File: config.mk
export PLATFORM = sky130hd
export DESIGN_NAME = amc_rtb_div
export DESIGN_NICKNAME = d
export VERILOG_FILES = /design/src/rtl/assert_macros.svh /design/src/rtl/amc_rtb_pkg.sv /design/src/rtl/amc_rtb_div.sv
export SDC_FILE = /design/constraint.sdc
export NUM_CORES = 1
export LEC_CHECK = 0
export ABC_AREA = 1
export BUFFER_PORTS_ARGS = -buffer_cell sky130_fd_sc_hd__buf_2
export CORE_UTILIZATION = 59
export DETAILED_ROUTE_END_ITERATION = 8
export PLACE_DENSITY = 0.85
export SLEW_MARGIN = 25
export SYNTH_ARGS = -nofsm -noshare
export SYNTH_HDL_FRONTEND = slang
export SYNTH_SLANG_ARGS = --single-unit
File: constraint.sdc
create_clock -name aclk -period 7.65 [get_ports aclk]
set_clock_uncertainty 0.15 [all_clocks]
set_input_delay 0.3825 -clock aclk [delete_from_list [all_inputs] [get_ports aclk]]
set_output_delay 0.3825 -clock aclk [all_outputs]
set_load 0.02 [all_outputs]
File: src/rtl/assert_macros.svh
// Assertion macros used by the RTL top file.
`ifndef ASSERT_MACROS_SVH
`define ASSERT_MACROS_SVH
`ifndef ASSERT_OFF
`define ASSERT_IMPLIES(label, clk, rstn, pre, post) \
    label: assert property (@(posedge clk) disable iff (!rstn) (pre) |-> (post)) \
        else $error("assertion failed");
`define ASSERT_NEXT(label, clk, rstn, pre, post) \
    label: assert property (@(posedge clk) disable iff (!rstn) (pre) |=> (post)) \
        else $error("assertion failed");
`else
`define ASSERT_IMPLIES(label, clk, rstn, pre, post)
`define ASSERT_NEXT(label, clk, rstn, pre, post)
`endif
`endif

File: src/rtl/amc_rtb_pkg.sv
// Package with constants and types of the response time analysis block.
package amc_rtb_pkg;
    localparam int MAX_TASKS = 16;
    localparam int IDX_BITS = $clog2(MAX_TASKS);
    localparam int TIME_BITS = 32;
    localparam int RT_BITS = 40;
    localparam int ITER_LIMIT = 4096;
    localparam int ITER_BITS = $clog2(ITER_LIMIT + 1);
    localparam logic [RT_BITS-1:0] RT_SAT = '1;

    localparam logic [0:0] ACT_LOAD = 1'b0;
    localparam logic [0:0] ACT_ANALYZE = 1'b1;
    localparam logic [0:0] REG_MODE = 1'b0;
    localparam logic [0:0] REG_COUNT = 1'b1;

    typedef enum logic [3:0] {
        ST_IDLE, ST_RD, ST_START, ST_CHECK, ST_TASK, ST_DIV, ST_MUL,
        ST_ACC, ST_NEXT, ST_DONE_LO, ST_OUT
    } state_t;

    typedef struct packed {
        logic start;
        logic busy;
    } div_ctl_t;
endpackage

File: src/rtl/amc_rtb_div.sv
// Radix-2 restoring divider that returns the ceiling of r over t.
module amc_rtb_div
    import amc_rtb_pkg::*;
(
    input  logic                 aclk,
    input  logic                 aresetn,
    input  logic                 start,
    input  logic [RT_BITS-1:0]   dividend,
    input  logic [TIME_BITS-1:0] divisor,
    output div_ctl_t             ctl,
    output logic [RT_BITS-1:0]   quot_ceil
);
    localparam int CNT_BITS = $clog2(RT_BITS + 1);
    logic [RT_BITS-1:0] q_reg, q_next;
    logic [TIME_BITS:0] rem_reg, rem_next;
    logic [TIME_BITS-1:0] d_reg, d_next;
    logic [CNT_BITS-1:0] cnt_reg, cnt_next;
    logic busy_reg, busy_next;
    logic [TIME_BITS:0] shifted;
    logic [TIME_BITS:0] diff;

    always_comb begin
        q_next = q_reg;
        rem_next = rem_reg;
        d_next = d_reg;
        cnt_next = cnt_reg;
        busy_next = busy_reg;
        shifted = {rem_reg[TIME_BITS-1:0], q_reg[RT_BITS-1]};
        diff = shifted - {1'b0, d_reg};
        if (start) begin
            q_next = dividend;
            rem_next = '0;
            d_next = (divisor == '0) ? TIME_BITS'(1) : divisor;
            cnt_next = CNT_BITS'(RT_BITS);
            busy_next = 1'b1;
        end else if (busy_reg) begin
            if (!diff[TIME_BITS]) begin
                rem_next = diff;
                q_next = {q_reg[RT_BITS-2:0], 1'b1};
            end else begin
                rem_next = shifted;
                q_next = {q_reg[RT_BITS-2:0], 1'b0};
            end
            cnt_next = cnt_reg - 1'b1;
            if (cnt_reg == CNT_BITS'(1)) busy_next = 1'b0;
        end
    end

    always_ff @(posedge aclk) begin
        q_reg <= q_next;
        rem_reg <= rem_next;
        d_reg <= d_next;
        cnt_reg <= cnt_next;
        if (!aresetn) begin
            busy_reg <= 1'b0;
        end else begin
            busy_reg <= busy_next;
        end
    end

    // The quotient reaches all ones only with a zero remainder, so the increment cannot wrap.
    assign quot_ceil = q_reg + RT_BITS'(rem_reg != '0);
    assign ctl.start = start;
    assign ctl.busy = busy_reg;
endmodule
==> impl_metrics.prom <==
# TYPE chip_impl_metric gauge
chip_impl_metric{name="slew-limit-headroom",unit="%"} 38.8
chip_impl_metric{name="first_pass_grt_wire_length",unit="mm"} 34.4
chip_impl_info{name="outcome",value="completed"} 1
chip_impl_metric{name="floorplan.initialDensity",unit="%"} 61.2
chip_impl_metric{name="yosys_warnings",unit=""} 0
chip_impl_metric{name="post-route-cell-area",unit="um2"} 9060
chip_impl_metric{name="dr.pass1.iters",unit=""} 5
chip_impl_metric{name="avgViaCountPerCell",unit=""} 5.43
chip_impl_metric{name="cts_inserted_buffers",unit=""} 9
chip_impl_metric{name="post-route-min-period",unit="ns"} 3.63
chip_impl_metric{name="postCtsSetupRepairBufs",unit=""} 0
chip_impl_metric{name="num_rows",unit=""} 42
chip_impl_metric{name="postSynthNetCount",unit=""} 1323
chip_impl_metric{name="placed_cells",unit=""} 1451
chip_impl_info{name="worst_r2r_startpoint",value="q_reg[39]"} 1
chip_impl_metric{name="die_width",unit="um"} 120
chip_impl_metric{name="dp_worst_setup_slack",unit="ns"} 4.27
chip_impl_metric{name="cp_data_required_time",unit="ns"} 7.12
chip_impl_metric{name="clkLatencyLatePin",unit="ns"} 0.37
chip_impl_metric{name="layout-area-overhead-vs-synth",unit="%"} 11.0
chip_impl_metric{name="gpl.final_weighted_congestion",unit=""} 0.957
chip_impl_metric{name="max-vdd-ir-drop",unit="V"} 0.000202
chip_impl_metric{name="filler_cell_count",unit=""} 1200
chip_impl_metric{name="synth_compound_gate_area_share",unit="%"} 7.54
chip_impl_info{name="largest_family_of_logic_cells_by_synthesized_area",value="simple AND/OR/NAND/NOR gates"} 1
chip_impl_metric{name="synth.area.mux_share",unit="%"} 0
chip_impl_metric{name="post_synth_inst_count",unit=""} 1210
chip_impl_metric{name="die_height",unit="um"} 120
chip_impl_metric{name="detailed_route_wl",unit="mm"} 21.3
chip_impl_metric{name="floorplan.core_area",unit="um2"} 13300
chip_impl_metric{name="cts.repair.resized",unit=""} 0
chip_impl_info{name="critical_path_class",value="reg -> out"} 1
chip_impl_metric{name="port-buffer-count",unit=""} 116
chip_impl_info{name="clock_tree_from_tritoncts",value="yes"} 1
chip_impl_metric{name="stdcell_count",unit=""} 1467
chip_impl_metric{name="drv_slew",unit=""} 0
chip_impl_metric{name="timing.critical_path.fanout_max",unit=""} 4
chip_impl_info{name="setup.worst_path.end_class",value="output port"} 1
chip_impl_metric{name="ios",unit=""} 117
chip_impl_metric{name="fmax",unit="MHz"} 275
chip_impl_info{name="setup.worst_path.start_class",value="register"} 1
chip_impl_metric{name="fin_crit_sh",unit="%"} 47.5
chip_impl_metric{name="fraction_of_final_layout_cells_with_drive_strength_greater_than_1",unit="%"} 12.1
chip_impl_info{name="hold_path.startpoint",value="divisor[5]"} 1
chip_impl_metric{name="track_usage",unit="%"} 30.8
chip_impl_metric{name="yosys_register_bits",unit=""} 112
chip_impl_metric{name="avgSynthCellArea",unit="um2"} 6.75
chip_impl_metric{name="route.vias.total",unit=""} 7966
chip_impl_info{name="min-delay-path-class",value="in -> reg"} 1
chip_impl_metric{name="h-tree-depth",unit=""} 3
chip_impl_metric{name="tns",unit="ns"} 0
chip_impl_metric{name="power.density_cell_area",unit="nW/um2"} 159
chip_impl_metric{name="hold_viol_final",unit=""} 0
chip_impl_info{name="clock_tree_root_driver_cell",value="sky130_fd_sc_hd__clkbuf_16"} 1
chip_impl_metric{name="antenna_cells",unit=""} 0
chip_impl_metric{name="clkTransAtPathRegs",unit="ns"} 0.08
chip_impl_metric{name="worst_slew_pin_slew",unit="ns"} 0.918
chip_impl_metric{name="worst-endpoint-arrival",unit="ns"} 3.10
chip_impl_metric{name="drt-initial-drc-count",unit=""} 752
chip_impl_metric{name="synth-adder-area-share",unit="%"} 5.91
chip_impl_metric{name="pin_count_of_the_biggest_net_entering_global_routing",unit=""} 74
chip_impl_metric{name="yosys.area_share.simple",unit="%"} 31.7
chip_impl_metric{name="synth-seq-area-share",unit="%"} 36.3
chip_impl_metric{name="placedInstanceArea",unit="um2"} 8780
chip_impl_metric{name="total_leakage_power",unit="nW"} 4.68
chip_impl_metric{name="hpwl",unit="mm"} 16.6
chip_impl_metric{name="synth_xor_xnor_area_share",unit="%"} 5.58
chip_impl_metric{name="final_nets",unit=""} 1399
chip_impl_metric{name="first_global_vias",unit=""} 7342
chip_impl_metric{name="grt_antenna_before_repair",unit=""} 0
chip_impl_info{name="worstSetupStartpoint",value="rem_reg[9]"} 1
chip_impl_metric{name="clock-sinks",unit=""} 112
chip_impl_info{name="grt_setup_unrepaired",value="false"} 1
chip_impl_metric{name="clock_path_buffers",unit=""} 2
chip_impl_metric{name="netlist_area",unit="um2"} 8170
chip_impl_metric{name="wl_per_cell",unit="um"} 14.6
chip_impl_metric{name="drv_cap",unit=""} 0
chip_impl_metric{name="setup_viol_count_final",unit=""} 0
chip_impl_metric{name="drc",unit=""} 0
chip_impl_metric{name="drtAntennaViolNets",unit=""} 0
chip_impl_metric{name="synthDistinctLibCells",unit=""} 40
chip_impl_metric{name="grt_overflow_total",unit=""} 0
chip_impl_metric{name="hold_buffers",unit=""} 0
chip_impl_metric{name="finalWorstSetupSlack",unit="ns"} 4.02
chip_impl_metric{name="largest_register_ff_count",unit=""} 40
chip_impl_metric{name="die_area",unit="um2"} 14300
worst max-delay path, cell delays in order, from the launching register on:
cell                      delay (ns)
sky130_fd_sc_hd__dfxtp_1        0.35
sky130_fd_sc_hd__nor4_1         0.39
sky130_fd_sc_hd__nand3_1        0.12
sky130_fd_sc_hd__nor4_1         0.23
sky130_fd_sc_hd__nand3_1        0.14
sky130_fd_sc_hd__ha_1           0.25
sky130_fd_sc_hd__ha_1           0.25
sky130_fd_sc_hd__nand3_2        0.13
sky130_fd_sc_hd__nor2_4         0.05
sky130_fd_sc_hd__nand2_2        0.11
sky130_fd_sc_hd__nor2_2         0.06
sky130_fd_sc_hd__inv_2          0.05
sky130_fd_sc_hd__nor2_1         0.03
sky130_fd_sc_hd__and3_1         0.16
sky130_fd_sc_hd__nand2_1        0.08
sky130_fd_sc_hd__xor2_1         0.13
sky130_fd_sc_hd__buf_2          0.18
cell type report:
type                       instances  area (um2)  area share (%)
sequential                       112        2960            32.7
tap                              176         220            2.43
timing repair buffer             119         606            6.68
multi-input combinational        819        4150            45.8
clock buffer                       9         225            2.49
clock inverter                     7        55.1           0.608
inverter                         225         846            9.33
through the flow:
stage | power, mW | hold slack [ns] | utilization, %
6_report | 1.44 | 0.0489 | 67.9
5_1_grt | 1.50 | 0.0373 | 67.9
4_1_cts | 1.44 | 0.0396 | 67.9
3_5_place_dp | 0.988 | 0.320 | 65.8
3_3_place_gp | 0.984 | 0.309 | 65.8
2_1_floorplan | 0.899 | 0.291 | -
worst paths after layout:
path	to	slack, ns	depth (start not counted)
setup / recovery	quot_ceil[26]	4.02	16
hold / removal	d_reg[5]	0.05	1
hold reg to reg	cnt_reg[5]	0.33	1
setup reg to reg	rem_reg[6]	4.22	17
Yosys cell counts:
master | number | area (um2)
sky130_fd_sc_hd__buf_1 | 4 | 15.0
sky130_fd_sc_hd__inv_1 | 218 | 818
sky130_fd_sc_hd__clkbuf_1 | 47 | 176
sky130_fd_sc_hd__ha_1 | 37 | 463
sky130_fd_sc_hd__edfxtp_1 | 72 | 2160
sky130_fd_sc_hd__a22o_1 | 1 | 8.76
sky130_fd_sc_hd__nor2_4 | 3 | 33.8
sky130_fd_sc_hd__o21ai_0 | 54 | 270
sky130_fd_sc_hd__and2_1 | 1 | 6.26
sky130_fd_sc_hd__o21ai_1 | 3 | 15.0
sky130_fd_sc_hd__nand2_2 | 2 | 12.5
sky130_fd_sc_hd__nand4_1 | 20 | 125
sky130_fd_sc_hd__nand3_2 | 2 | 20.0
sky130_fd_sc_hd__inv_2 | 6 | 22.5
sky130_fd_sc_hd__o211ai_1 | 1 | 7.51
sky130_fd_sc_hd__nor3_2 | 1 | 10.0
sky130_fd_sc_hd__nor4_4 | 1 | 21.3
sky130_fd_sc_hd__a21oi_1 | 42 | 210
sky130_fd_sc_hd__nand3b_4 | 1 | 20.0
sky130_fd_sc_hd__nor2_2 | 4 | 25.0
sky130_fd_sc_hd__clkinv_1 | 1 | 3.75
sky130_fd_sc_hd__fa_1 | 1 | 20.0
sky130_fd_sc_hd__xor2_1 | 49 | 429
sky130_fd_sc_hd__nand2_1 | 387 | 1450
sky130_fd_sc_hd__nand3b_1 | 2 | 15.0
sky130_fd_sc_hd__o21bai_1 | 3 | 22.5
sky130_fd_sc_hd__o22ai_1 | 8 | 50.1
sky130_fd_sc_hd__buf_4 | 2 | 15.0
sky130_fd_sc_hd__a21o_1 | 1 | 7.51
sky130_fd_sc_hd__nor2_1 | 96 | 360
sky130_fd_sc_hd__buf_2 | 1 | 5.00
sky130_fd_sc_hd__nand3_1 | 52 | 260
sky130_fd_sc_hd__and3_1 | 3 | 18.8
sky130_fd_sc_hd__xnor2_1 | 3 | 26.3
sky130_fd_sc_hd__nor4_2 | 1 | 12.5
sky130_fd_sc_hd__dfxtp_1 | 40 | 801
sky130_fd_sc_hd__a41oi_1 | 1 | 8.76
sky130_fd_sc_hd__nor4_1 | 11 | 68.8
sky130_fd_sc_hd__o31ai_1 | 2 | 15.0
sky130_fd_sc_hd__nor3_1 | 26 | 130
cell usage in the layout, fill, tap and decap left out, types with 37 or more instances in the layout:
master | synthesis | routed
sky130_fd_sc_hd__nand2_1 | 387 | 387
sky130_fd_sc_hd__inv_1 | 218 | 217
sky130_fd_sc_hd__buf_2 | 1 | 115
sky130_fd_sc_hd__nor2_1 | 96 | 96
sky130_fd_sc_hd__edfxtp_1 | 72 | 72
sky130_fd_sc_hd__o21ai_0 | 54 | 54
sky130_fd_sc_hd__nand3_1 | 52 | 52
sky130_fd_sc_hd__xor2_1 | 49 | 49
sky130_fd_sc_hd__a21oi_1 | 42 | 42
sky130_fd_sc_hd__dfxtp_1 | 40 | 40
sky130_fd_sc_hd__ha_1 | 37 | 37
logic make-up (layout without fill, tap and decap cells):
group | after synthesis | in the layout
flops | 112 | 112
fa+ha+maj | 38 | 38
simple gates | 613 | 613
compound gates | 116 | 116
buf+inv | 279 | 360
xor+xnor | 52 | 52
power breakdown:
| part | total (mW) | switching, mW | internal (mW) | leakage [nW] |
|---|---|---|---|---|
| clock | 0.459 | 0.233 | 0.225 | 0.140 |
| sequential | 0.718 | 0.0275 | 0.690 | 1.05 |
| combinational | 0.262 | 0.178 | 0.0833 | 3.49 |
| total | 1.44 | 0.439 | 0.999 | 4.68 |
metal layers:
| metal | vias to the layer above | global-route usage (%) | share of wire (%) |
|---|---|---|---|
| met5 | - | 0 | 0 |
| met4 | 0 | 11.3 | 2.6 |
| met3 | 43 | 5.75 | 9.2 |
| met2 | 421 | 51.9 | 47 |
| met1 | 3561 | 39.4 | 42 |
| li1 | 3941 | - | - |
(Power assumes the default switching activity.)
